--- src/design/pns_pkg.sv ---
// ----------------------------------------------------------------------------
// pns_pkg
// types and sizes used by the priority scheduler, including the job record kept in its job ram
// ----------------------------------------------------------------------------
package pns_pkg;

   localparam int MAX_JOBS = 16;
   localparam int IDX_W    = $clog2(MAX_JOBS);
   localparam int CNT_W    = $clog2(MAX_JOBS + 1);
   localparam int TIME_W   = 21;
   localparam int TOTAL_W  = 25;

   typedef struct packed {
      logic [15:0] arrival_time;
      logic [15:0] burst_length;
      logic [7:0]  job_priority;
      logic        final_job;
   } req_type;

   typedef struct packed {
      logic [3:0]         job_index;
      logic [TIME_W-1:0]  finish_time;
      logic [TIME_W-1:0]  turnaround;
      logic [TIME_W-1:0]  wait_time;
      logic [TOTAL_W-1:0] sum_wait;
      logic [TOTAL_W-1:0] sum_turnaround;
      logic               run_done;
   } rsp_type;

   typedef struct packed {
      logic [15:0] arrival;
      logic [15:0] burst;
      logic [7:0]  priority_num;
   } job_type;

endpackage

--- src/design/pns_ram.sv ---
// ----------------------------------------------------------------------------
// pns_ram
// generic single write port ram with one registered read port
// ----------------------------------------------------------------------------
module pns_ram #(
   parameter int WIDTH = 8,
   parameter int DEPTH = 16
) (
   input  logic                     clock,
   input  logic                     wr_en,
   input  logic [$clog2(DEPTH)-1:0] wr_addr,
   input  logic [WIDTH-1:0]         wr_data,
   input  logic [$clog2(DEPTH)-1:0] rd_addr,
   output logic [WIDTH-1:0]         rd_data
);

   logic [WIDTH-1:0] mem [DEPTH];
   logic [WIDTH-1:0] rd_data_ff;

   always_ff @(posedge clock) begin
      if (wr_en) begin
         mem[wr_addr] <= wr_data;
      end
      rd_data_ff <= mem[rd_addr];
   end

   assign rd_data = rd_data_ff;

endmodule

--- src/design/priority_nonpreemptive_scheduler.sv ---
// ----------------------------------------------------------------------------
// priority_nonpreemptive_scheduler
// loads a job set into a ram, then runs it non-preemptively by priority
// ----------------------------------------------------------------------------
// loading: one item per cycle, busy stays low until the final item is taken
// each result takes one ram scan of job_count reads, then the drain, decide, advance,
//    turnaround and report states; a scan that finds no ready job jumps the clock to the next arrival and scans again
// results are never held off: rsp_strobe is high for one cycle per item
// synchronous reset clears the job count, finished flags, clock and totals;
//    the job ram itself is not cleared, only loaded entries are read
module priority_nonpreemptive_scheduler
   import pns_pkg::*;
(
   input  logic    clock,
   input  logic    reset,
   input  logic    start,
   output logic    busy,
   input  req_type req_item,
   output logic    rsp_strobe,
   output rsp_type rsp_item
);

   localparam logic [2:0] ST_IDLE   = 3'd0;
   localparam logic [2:0] ST_SCAN   = 3'd1;
   localparam logic [2:0] ST_DRAIN  = 3'd2;
   localparam logic [2:0] ST_DECIDE = 3'd3;
   localparam logic [2:0] ST_ADV    = 3'd4;
   localparam logic [2:0] ST_TURN   = 3'd5;
   localparam logic [2:0] ST_REPORT = 3'd6;

   logic [2:0]          state_ff, state_in;
   logic [CNT_W-1:0]    count_ff, count_in;
   logic [CNT_W-1:0]    done_ff, done_in;
   logic [MAX_JOBS-1:0] fin_ff, fin_in;
   logic [TIME_W-1:0]   clock_ff, clock_in;
   logic [TOTAL_W-1:0]  wait_total_ff, wait_total_in;
   logic [TOTAL_W-1:0]  turn_total_ff, turn_total_in;
   logic [IDX_W-1:0]    scan_idx_ff, scan_idx_in;
   logic [IDX_W-1:0]    rd_idx_ff, rd_idx_in;
   logic                rd_pend_ff, rd_pend_in;
   logic                found_ff, found_in;
   logic                any_ff, any_in;
   logic [7:0]          best_pri_ff, best_pri_in;
   logic [15:0]         best_arr_ff, best_arr_in;
   logic [15:0]         best_burst_ff, best_burst_in;
   logic [IDX_W-1:0]    pick_ff, pick_in;
   logic [15:0]         next_arr_ff, next_arr_in;
   logic [TIME_W-1:0]   turn_ff, turn_in;
   rsp_type             rsp_ff, rsp_in;
   logic                strobe_ff, strobe_in;

   logic                accept;
   logic                wr_en;
   job_type             wr_job;
   job_type             rd_job;
   logic [CNT_W-1:0]    last_cnt;
   logic [TIME_W-1:0]   wait_val;
   logic [TOTAL_W-1:0]  wait_sum;
   logic [TOTAL_W-1:0]  turn_sum;
   logic                rd_open;

   pns_ram #(
      .WIDTH ($bits(job_type)),
      .DEPTH (MAX_JOBS)
   ) u_job_ram (
      .clock   (clock),
      .wr_en   (wr_en),
      .wr_addr (count_ff[IDX_W-1:0]),
      .wr_data (wr_job),
      .rd_addr (scan_idx_ff),
      .rd_data (rd_job)
   );

   assign busy     = (state_ff != ST_IDLE);
   assign accept   = start && !busy;
   assign wr_en    = accept && (count_ff < CNT_W'(MAX_JOBS));
   assign last_cnt = count_ff - CNT_W'(1);
   assign rd_open  = !fin_ff[rd_idx_ff];

   always_comb begin
      wr_job.arrival      = req_item.arrival_time;
      wr_job.burst        = req_item.burst_length;
      wr_job.priority_num = req_item.job_priority;
   end

   assign wait_val = turn_ff - TIME_W'(best_burst_ff);
   assign wait_sum = wait_total_ff + TOTAL_W'(wait_val);
   assign turn_sum = turn_total_ff + TOTAL_W'(turn_ff);

   always_comb begin
      state_in      = state_ff;
      count_in      = count_ff;
      done_in       = done_ff;
      fin_in        = fin_ff;
      clock_in      = clock_ff;
      wait_total_in = wait_total_ff;
      turn_total_in = turn_total_ff;
      scan_idx_in   = scan_idx_ff;
      rd_idx_in     = scan_idx_ff;
      rd_pend_in    = (state_ff == ST_SCAN);
      found_in      = found_ff;
      any_in        = any_ff;
      best_pri_in   = best_pri_ff;
      best_arr_in   = best_arr_ff;
      best_burst_in = best_burst_ff;
      pick_in       = pick_ff;
      next_arr_in   = next_arr_ff;
      turn_in       = turn_ff;
      rsp_in        = rsp_ff;
      strobe_in     = 1'b0;

      // compare the job read last cycle against the running choice
      if (rd_pend_ff && rd_open) begin
         if ((TIME_W'(rd_job.arrival) <= clock_ff) &&
             (!found_ff || (rd_job.priority_num < best_pri_ff))) begin
            found_in      = 1'b1;
            best_pri_in   = rd_job.priority_num;
            best_arr_in   = rd_job.arrival;
            best_burst_in = rd_job.burst;
            pick_in       = rd_idx_ff;
         end
         if (!any_ff || (rd_job.arrival < next_arr_ff)) begin
            any_in      = 1'b1;
            next_arr_in = rd_job.arrival;
         end
      end

      unique case (state_ff)
         ST_IDLE: begin
            if (accept) begin
               if (wr_en) begin
                  count_in = count_ff + CNT_W'(1);
               end
               if (req_item.final_job) begin
                  state_in    = ST_SCAN;
                  scan_idx_in = '0;
                  found_in    = 1'b0;
                  any_in      = 1'b0;
               end
            end
         end
         ST_SCAN: begin
            if ({{(CNT_W-IDX_W){1'b0}}, scan_idx_ff} == last_cnt) begin
               state_in = ST_DRAIN;
            end else begin
               scan_idx_in = scan_idx_ff + IDX_W'(1);
            end
         end
         ST_DRAIN: begin
            state_in = ST_DECIDE;
         end
         ST_DECIDE: begin
            if (found_ff) begin
               state_in = ST_ADV;
            end else begin
               // nothing ready: jump to the earliest pending arrival
               clock_in    = TIME_W'(next_arr_ff);
               state_in    = ST_SCAN;
               scan_idx_in = '0;
               found_in    = 1'b0;
               any_in      = 1'b0;
            end
         end
         ST_ADV: begin
            clock_in = clock_ff + TIME_W'(best_burst_ff);
            state_in = ST_TURN;
         end
         ST_TURN: begin
            turn_in  = clock_ff - TIME_W'(best_arr_ff);
            state_in = ST_REPORT;
         end
         ST_REPORT: begin
            rsp_in.job_index      = 4'(pick_ff);
            rsp_in.finish_time    = clock_ff;
            rsp_in.turnaround     = turn_ff;
            rsp_in.wait_time      = wait_val;
            rsp_in.sum_wait       = wait_sum;
            rsp_in.sum_turnaround = turn_sum;
            rsp_in.run_done       = (done_ff == last_cnt);
            strobe_in             = 1'b1;
            if (done_ff == last_cnt) begin
               // end of run: clear the set
               state_in      = ST_IDLE;
               count_in      = '0;
               done_in       = '0;
               fin_in        = '0;
               clock_in      = '0;
               wait_total_in = '0;
               turn_total_in = '0;
            end else begin
               state_in            = ST_SCAN;
               done_in             = done_ff + CNT_W'(1);
               fin_in[pick_ff]     = 1'b1;
               wait_total_in       = wait_sum;
               turn_total_in       = turn_sum;
               scan_idx_in         = '0;
               found_in            = 1'b0;
               any_in              = 1'b0;
            end
         end
         default: begin
            state_in = ST_IDLE;
         end
      endcase
   end

   always_ff @(posedge clock) begin
      if (reset) begin
         state_ff      <= ST_IDLE;
         count_ff      <= '0;
         done_ff       <= '0;
         fin_ff        <= '0;
         clock_ff      <= '0;
         wait_total_ff <= '0;
         turn_total_ff <= '0;
         rd_pend_ff    <= 1'b0;
         found_ff      <= 1'b0;
         any_ff        <= 1'b0;
         strobe_ff     <= 1'b0;
      end else begin
         state_ff      <= state_in;
         count_ff      <= count_in;
         done_ff       <= done_in;
         fin_ff        <= fin_in;
         clock_ff      <= clock_in;
         wait_total_ff <= wait_total_in;
         turn_total_ff <= turn_total_in;
         rd_pend_ff    <= rd_pend_in;
         found_ff      <= found_in;
         any_ff        <= any_in;
         strobe_ff     <= strobe_in;
      end
   end

   always_ff @(posedge clock) begin
      scan_idx_ff   <= scan_idx_in;
      rd_idx_ff     <= rd_idx_in;
      best_pri_ff   <= best_pri_in;
      best_arr_ff   <= best_arr_in;
      best_burst_ff <= best_burst_in;
      pick_ff       <= pick_in;
      next_arr_ff   <= next_arr_in;
      turn_ff       <= turn_in;
      rsp_ff        <= rsp_in;
   end

   assign rsp_strobe = strobe_ff;
   assign rsp_item   = rsp_ff;

endmodule
--- config.mk ---
export PLATFORM = sky130hd
export DESIGN_NAME = priority_nonpreemptive_scheduler
export DESIGN_NICKNAME = d
export VERILOG_FILES = /design/src/design/pns_pkg.sv /design/src/design/pns_ram.sv /design/src/design/priority_nonpreemptive_scheduler.sv
export SDC_FILE = /design/constraint.sdc
export NUM_CORES = 1
export LEC_CHECK = 0
export ABC_AREA = 1
export ABC_CLOCK_PERIOD_IN_PS = 7000
export BUFFER_PORTS_ARGS = -buffer_cell sky130_fd_sc_hd__buf_4
export CAP_MARGIN = 40
export CORE_ASPECT_RATIO = 1.1
export CORE_MARGIN = 2
export CORE_UTILIZATION = 40
export DETAILED_ROUTE_END_ITERATION = 10
export PLACE_DENSITY = 0.66
export SETUP_SLACK_MARGIN = 0.02
export SLEW_MARGIN = 20
export SYNTH_ARGS = -nofsm -noshare
export SYNTH_HDL_FRONTEND = slang
export SYNTH_SLANG_ARGS = --single-unit
--- constraint.sdc ---
create_clock -name clock -period 7 [get_ports clock]
set_input_delay 1.05 -clock clock [delete_from_list [all_inputs] [get_ports clock]]
set_output_delay 1.05 -clock clock [all_outputs]
set_load 0.1 [all_outputs]
* Word level (Yosys, flattened, before mapping)
Memories as Yosys holds them, arrays and structs flattened. A register that Yosys moved wholly into a read port is not among the register bits.
Index checks and enable logic that the tools add are counted.
** Cells by class
- $add $sub $neg :: 9
- $lt $le $gt $ge :: 7
- Equal/unequal tests :: 16
- Multiplexer cells :: 44
- Bitwise operators :: 1
- Reduce and logical (&&, ||, !) cells :: 22
** Operators by type and width (count)
- $pmux W21 S3 :: 1
- $add A25 B21 Y25 :: 2
- $mux W25 :: 2
- $mux W21 :: 2
- $sub A21 B16 Y21 :: 2
- $add A21 B16 Y21 :: 1
- $le A16 B21 Y1 :: 1
- $pmux W3 S7 :: 1
- $mux W4 :: 5
- $mux W5 :: 4
- $mux W1 :: 18
- $lt A16 B16 Y1 :: 1
- $mux W16 :: 1
- $or A16 B16 Y16 :: 1
- $pmux W4 S4 :: 1
- $mux W3 :: 4
- $ne A2 B2 Y1 const B :: 6
- $add A5 B1 Y5 const B :: 2
- $lt A4 B5 Y1 const B :: 2
- $pmux W5 S2 :: 1
- $eq A3 B3 Y1 const B :: 3
- $lt A8 B8 Y1 :: 1
- $eq A3 B2 Y1 const B :: 2
- $pmux W1 S3 :: 2
- other kinds (21) :: 33
** Word-level totals
- Flip-flop bits (word level) :: 311
- RAM bits :: 640
- Bits of input ports :: 44
- Logic and storage cells :: 126
- Memories kept :: 1
** Memory list
- u_job_ram.mem :: words 16, width 40, read ports 1, clocked after memory_dff 1, write ports 1, RTL line pns_ram.sv:17 : logic [WIDTH-1:0] mem [DEPTH];

* Logic depth before layout (Yosys ltp)
- Depth in word-level cells :: 8
- Depth in mapped cells :: 24

* Cells and area by module
Synthesis repeated with hierarchy kept, for this count alone.
** Second synthesis, totals
- Cells, all modules :: 5126
- Area, all modules :: 47200.3 um^2
** By module, submodules not included
- pns_ram :: instances 1, cells an instance 2643, area an instance 28290.9 um^2
- priority_nonpreemptive_scheduler :: instances 1, cells an instance 2483, area an instance 18909.4 um^2

* Worst setup path before layout
OpenSTA, ideal clock, no wires.
- Path type :: register -> register
- Start :: register state_ff[0]
- End :: register scan_idx_ff[0], in the netlist rd_idx_in[0], enable pin
- Setup time :: 329 ps
- Arrival :: 4888 ps
- Slack :: 1782 ps
- Cell stages (with the launch flop) :: 11
- Path buffers :: 1
- Period minus slack after synthesis :: 5218 ps
- Cells stage by stage :: dfxtp_1 -> inv_2 -> nand2_1 -> nor2_2 -> inv_1 -> buf_2 -> nand3_1 -> inv_1 -> nand2_1 -> nand2_1 -> nor2_1
** Between the ends
- Cells in the longest elaborated chain, start to end :: 5
- Elaborated cells between the ends (all ways) :: 14
- Classes of those cells :: 8 x eq/ne; 6 x reduce/logical
** Ends and longest elaborated chain
- start, declared :: RTL line priority_nonpreemptive_scheduler.sv:31 : logic [2:0] state_ff, state_in;
- start signal, assigned :: RTL line priority_nonpreemptive_scheduler.sv:221 : state_ff <= state_in;
- $reduce_bool A3 Y1 :: RTL line priority_nonpreemptive_scheduler.sv:74 : assign busy = (state_ff != ST_IDLE);
- $logic_not A1 Y1 :: RTL line priority_nonpreemptive_scheduler.sv:75 : assign accept = start && !busy;
- $logic_and A1 B1 Y1 :: RTL line priority_nonpreemptive_scheduler.sv:75
- $ne A2 B2 Y1 (no source line)
- $reduce_and A6 Y1 (no source line) (*)
- end signal, assigned :: RTL line priority_nonpreemptive_scheduler.sv:236 : scan_idx_ff <= scan_idx_in;
- end, declared :: RTL line priority_nonpreemptive_scheduler.sv:38 : logic [IDX_W-1:0] scan_idx_ff, scan_idx_in;
Every way passes the cells marked *; elsewhere a longest branch is shown, timed or not.
A chain may end at the register's enable or synchronous reset.

* Worst setup path after layout
- Start :: register turn_ff[4]
- End :: register rsp_ff (netlist bit rsp_item[46]) (data pin)
** Between the ends
- Cells in the longest elaborated chain, start to end :: 2
** Ends and longest elaborated chain
- start, declared :: RTL line priority_nonpreemptive_scheduler.sv:48 : logic [TIME_W-1:0] turn_ff, turn_in;
- start signal, assigned :: RTL line priority_nonpreemptive_scheduler.sv:243 : turn_ff <= turn_in;
- $sub A21 B16 Y21 :: RTL line priority_nonpreemptive_scheduler.sv:86 : assign wait_val = turn_ff - TIME_W'(best_burst_ff);
- net wait_val[15] :: RTL line priority_nonpreemptive_scheduler.sv:57 : logic [TIME_W-1:0] wait_val;
- $add A25 B21 Y25 :: RTL line priority_nonpreemptive_scheduler.sv:87 : assign wait_sum = wait_total_ff + TOTAL_W'(wait_val);
- net wait_sum[20] :: RTL line priority_nonpreemptive_scheduler.sv:58 : logic [TOTAL_W-1:0] wait_sum;
- end signal, assigned :: RTL line priority_nonpreemptive_scheduler.sv:244 : rsp_ff <= rsp_in;
- end, declared :: RTL line priority_nonpreemptive_scheduler.sv:49 : rsp_type rsp_ff, rsp_in;
The timed path passes the listed nets, and every way through them passes these cells.

==> PnR_summary.wiki <==
{| class="wikitable"
! Metric !! Value
|-
| Outcome || complete, no violations
|-
| Internal cell power || 10.3 mW
|-
| Period utilisation layout || 53.9%
|-
| RSZ-0062 raised after global routing || false
|-
| HPWL Detailed || 77200 um
|-
| Leakage power figure || 19.3 nW
|-
| Crit. End Element || register
|-
| Clock root cell || sky130_fd_sc_hd__clkbuf_16
|-
| Post-route antenna net violation count || 0
|-
| Skew final || 53.6 ps
|-
| Hold Path Class || register to register
|-
| Total number of vias || 31.5k
|-
| Cell area after layout || 50600 um^2
|-
| Hold Buf Count CTS || 0
|-
| Proportion of power drawn by the clock network || 41.1%
|-
| Post-detailed-routing wire length || 121000 um
|-
| Max-slew violation total from the final report || 0
|-
| Number of hold violations in the final report || 0
|-
| Warnings from Yosys || 0
|-
| Fill count || 10.0k
|-
| Number of buffers and inverters on the critical path || 1
|-
| Average footprint of a synthesized cell || 10.3 um^2
|-
| Sequential fraction of the synthesis area || 64.3%
|-
| Part of the power in registers || 49.0%
|-
| Syn nets || 4436
|-
| Part of the power in combinational logic || 9.8%
|-
| Synthesized cell area || 44000 um^2
|-
| Die height || 352 um
|-
| Non-filler cells, final || 5914
|-
| Total Die Area || 113000 um^2
|-
| Wirelength per Cell || 20.4 um
|-
| Gp weighted congestion || 0.970
|-
| Count of clock tree sinks || 991
|-
| Switching power share of the total || 24.7%
|-
| Vias per inst || 5.33
|-
| Worst-Skew Late Latency || 690 ps
|-
| Flip-flop and latch count after synthesis || 991
|-
| Max IR drop VDD || 0.000196 V
|-
| Gr usage total || 21.1%
|-
| Pin count of the biggest net entering global routing || 190
|-
| Power spent charging and discharging nets || 3.37 mW
|-
| Final total negative setup slack || 0 ps
|-
| Area growth from synthesis to layout || 15.0%
|-
| Placed Cells || 5719
|-
| Final total power || 13.6 mW
|-
| Required time of the critical path || 7440 ps
|-
| Die Width || 320 um
|-
| Number of remaining DRC errors || 0
|-
| Highest achievable clock rate || 265 MHz
|-
| Number of I/O pins || 164
|-
| Starting Density || 40.4%
|-
| Path type of the worst setup path || register to register
|-
| Max Cap Violations || 0
|-
| Cells resized by post-CTS repair || 0
|-
| Initial antenna violation count || 6
|-
| Clock tree from TritonCTS || done
|-
| Worst slew slack as a fraction of its limit || 44.0%
|-
| Total iterations of the first detailed-routing run || 6
|-
| Total number of H-tree levels || 3
|-
| Slowest cell on crit path || sky130_fd_sc_hd__edfxtp_1
|-
| CTS clock-pin slew for the worst setup and hold paths || 60 ps
|-
| Largest delay share family, worst path || simple AND/OR/NAND/NOR gates
|-
| Remaining Overflow, GRT || 0
|-
| TritonCTS buffer count || 102
|-
| Violation count after the first detailed-routing iteration || 2862
|-
| Clock Tree Buf Depth || 3
|-
| Crit-path max FO || 5
|-
| Synth unique cells || 41
|-
| Area of the core || 109000 um^2
|-
| Cells along the critical path || ha_1 -> nand2_1 -> o21ai_0 -> nor2_1 -> o21ai_0 -> nand3_1 -> nand2_1 -> nand2_1 -> nand2_1 -> inv_1 -> ha_1 -> nand2_1 -> nor2_1 -> and2_1 -> nand3b_1 -> nand3_1 -> nand2_1 -> and2_1
|-
| Share of cells above drive strength 1 || 9.17%
|-
| Synthesized netlist cell count || 4253
|-
| Total Nets Final || 4588
|-
| Cell repeated most along the worst path || sky130_fd_sc_hd__nand2_1
|-
| FP Rows || 127
|-
| Arrival time at the worst endpoint || 4210 ps
|-
| Power Density || 269 nW/um^2
|-
| Total setup violations reported at the end of the flow || 0
|-
| Setup bufs post-CTS || 0
|-
| Area post-placement || 47000 um^2
|-
| Final period demand of the worst path || 3770 ps
|-
| Maximum cell stage delay along the critical path || 460 ps
|-
| Worst slew pin tran || 840 ps
|-
| Number of global-route vias before repair || 30.2k
|-
| Number of port buffers || 163
|-
| Worst setup SP type || register
|-
| Global-route wire length before repair || 182000 um
|}
-- state kept, by name (all words and copies together) (netlist names), 8 cells and up --
signal / flops
u_job_ram.mem: 640
next_arr_ff: 16
clock_ff: 21
wait_total_ff: 25
u_job_ram.rd_data: 40
rsp_item: 118
turn_total_ff: 25
best_burst_ff: 16
best_pri_ff: 8
fin_ff: 16
best_arr_ff: 16
turn_ff: 21
-- power groups by stage --
stage	logic [mW]	registers (mW)	clock network, mW
finish	1.34	6.68	5.61
global route	1.49	6.69	5.93
CTS	1.33	6.68	5.70
detailed placement	1.33	6.81	0
global placement	1.29	6.80	0
floorplan	0.868	6.74	0
-- per-stage QoR --
stage	utilization, %	hold slack [ps]	worst slack [ps]
after floorplan	-	371	1780
after global placement	42.9	391	3250
after detailed placement	43.2	396	3240
after CTS	46.4	410	3230
after global routing	46.4	410	2890
final	46.4	409	3230
-- worst register-to-register path, cell delays in order, from the launching register on --
cell and delay (ps):
sky130_fd_sc_hd__edfxtp_1 460, sky130_fd_sc_hd__ha_1 420, sky130_fd_sc_hd__nand2_1 140, sky130_fd_sc_hd__o21ai_0 240, sky130_fd_sc_hd__nor2_1 120, sky130_fd_sc_hd__o21ai_0 420
sky130_fd_sc_hd__nand3_1 210, sky130_fd_sc_hd__nand2_1 100, sky130_fd_sc_hd__nand2_1 50, sky130_fd_sc_hd__nand2_1 60, sky130_fd_sc_hd__inv_1 80, sky130_fd_sc_hd__ha_1 360
sky130_fd_sc_hd__nand2_1 120, sky130_fd_sc_hd__nor2_1 210, sky130_fd_sc_hd__and2_1 180, sky130_fd_sc_hd__nand3b_1 90, sky130_fd_sc_hd__nand3_1 90, sky130_fd_sc_hd__nand2_1 70
sky130_fd_sc_hd__and2_1 150
-- cell type report --
| cell class | instances | area, um^2 | area share (%) |
|---|---|---|---|
| Clock buffer | 126 | 2760 | 5.45 |
| Clock inverter | 66 | 758 | 1.50 |
| Tap cell | 1419 | 1780 | 3.51 |
| Timing Repair Buffer | 211 | 1790 | 3.55 |
| Multi-Input combinational cell | 2707 | 13700 | 27.2 |
| Sequential cell | 991 | 28300 | 55.9 |
| Antenna cell | 2 | 5.00 | 0.00989 |
| Inverter | 392 | 1480 | 2.93 |
-- synth_stat cells --
library cell	number	area (um^2)
sky130_fd_sc_hd__buf_4	1	7.51
sky130_fd_sc_hd__o21ai_1	4	20.0
sky130_fd_sc_hd__o211ai_1	2	15.0
sky130_fd_sc_hd__inv_1	384	1440
sky130_fd_sc_hd__ha_1	134	1680
sky130_fd_sc_hd__nor2_1	609	2290
sky130_fd_sc_hd__nor2_2	5	31.3
sky130_fd_sc_hd__o21ai_0	436	2180
sky130_fd_sc_hd__xnor2_1	17	149
sky130_fd_sc_hd__nand3_2	1	10.0
sky130_fd_sc_hd__a211oi_1	1	7.51
sky130_fd_sc_hd__nand3b_1	13	97.6
sky130_fd_sc_hd__fa_1	5	100
sky130_fd_sc_hd__and2_1	28	175
sky130_fd_sc_hd__o21bai_4	1	18.8
sky130_fd_sc_hd__nand3_1	153	766
sky130_fd_sc_hd__nor2_4	1	11.3
sky130_fd_sc_hd__or2_2	3	18.8
sky130_fd_sc_hd__a21o_1	2	15.0
sky130_fd_sc_hd__a22oi_1	8	60.1
sky130_fd_sc_hd__nand4_1	39	244
sky130_fd_sc_hd__o21a_1	5	37.5
sky130_fd_sc_hd__a21oi_1	173	866
sky130_fd_sc_hd__a31oi_1	4	25.0
sky130_fd_sc_hd__nand2_2	2	12.5
sky130_fd_sc_hd__nor4_1	4	25.0
sky130_fd_sc_hd__xor2_1	49	429
sky130_fd_sc_hd__o31ai_1	2	15.0
sky130_fd_sc_hd__clkinv_1	1	3.75
sky130_fd_sc_hd__buf_2	21	105
sky130_fd_sc_hd__o22ai_1	199	1240
sky130_fd_sc_hd__dfxtp_1	148	2960
sky130_fd_sc_hd__o21bai_1	3	22.5
sky130_fd_sc_hd__and3_1	1	6.26
sky130_fd_sc_hd__a32oi_1	4	35.0
sky130_fd_sc_hd__nor3_1	11	55.1
sky130_fd_sc_hd__clkbuf_1	132	495
sky130_fd_sc_hd__nand2_1	788	2960
sky130_fd_sc_hd__edfxtp_1	843	25300
sky130_fd_sc_hd__buf_1	9	33.8
sky130_fd_sc_hd__inv_2	7	26.3
-- worst paths after layout --
check	cells after the start	from	slack, ps	endpoint
worst max-delay path	18	turn_ff[4]	3230	rsp_item[46]
worst min register to register	0	u_job_ram.rd_data[10]	410	best_burst_ff[2]
worst max register to register	18	turn_ff[4]	3230	rsp_item[46]
worst min-delay path	0	u_job_ram.rd_data[10]	410	best_burst_ff[2]
-- routing by layer --
layer,up-vias,share of wire [%],track usage (%)
met4,8,3.2,7.45
li1,15017,-,-
met1,15168,42,27.4
met2,1096,48,35.6
met3,233,6.4,3.47
met5,-,0.044,0
-- cell families after synthesis --
kind of cell             synth area share, %
AO/OA/AOI/OAI                           10.4
adder cells (fa/ha/maj)                 4.04
flip-flops                              64.3
XOR/XNOR                                1.31
buffers and inverters                   4.80
AND/OR/NAND/NOR                         15.2
-- layout by cell type, fill, tap and decap left out, drive strengths merged, types with 45 or more instances in the layout --
cell    instances
nor2          615
inv           393
ha            134
edfxtp        843
o22ai         199
nand3         154
clkbuf        126
nand2         790
xor2           49
o21ai         440
buf           211
a21oi         173
clkinv         45
dfxtp         148
Power figures use the tool's default switching activity.
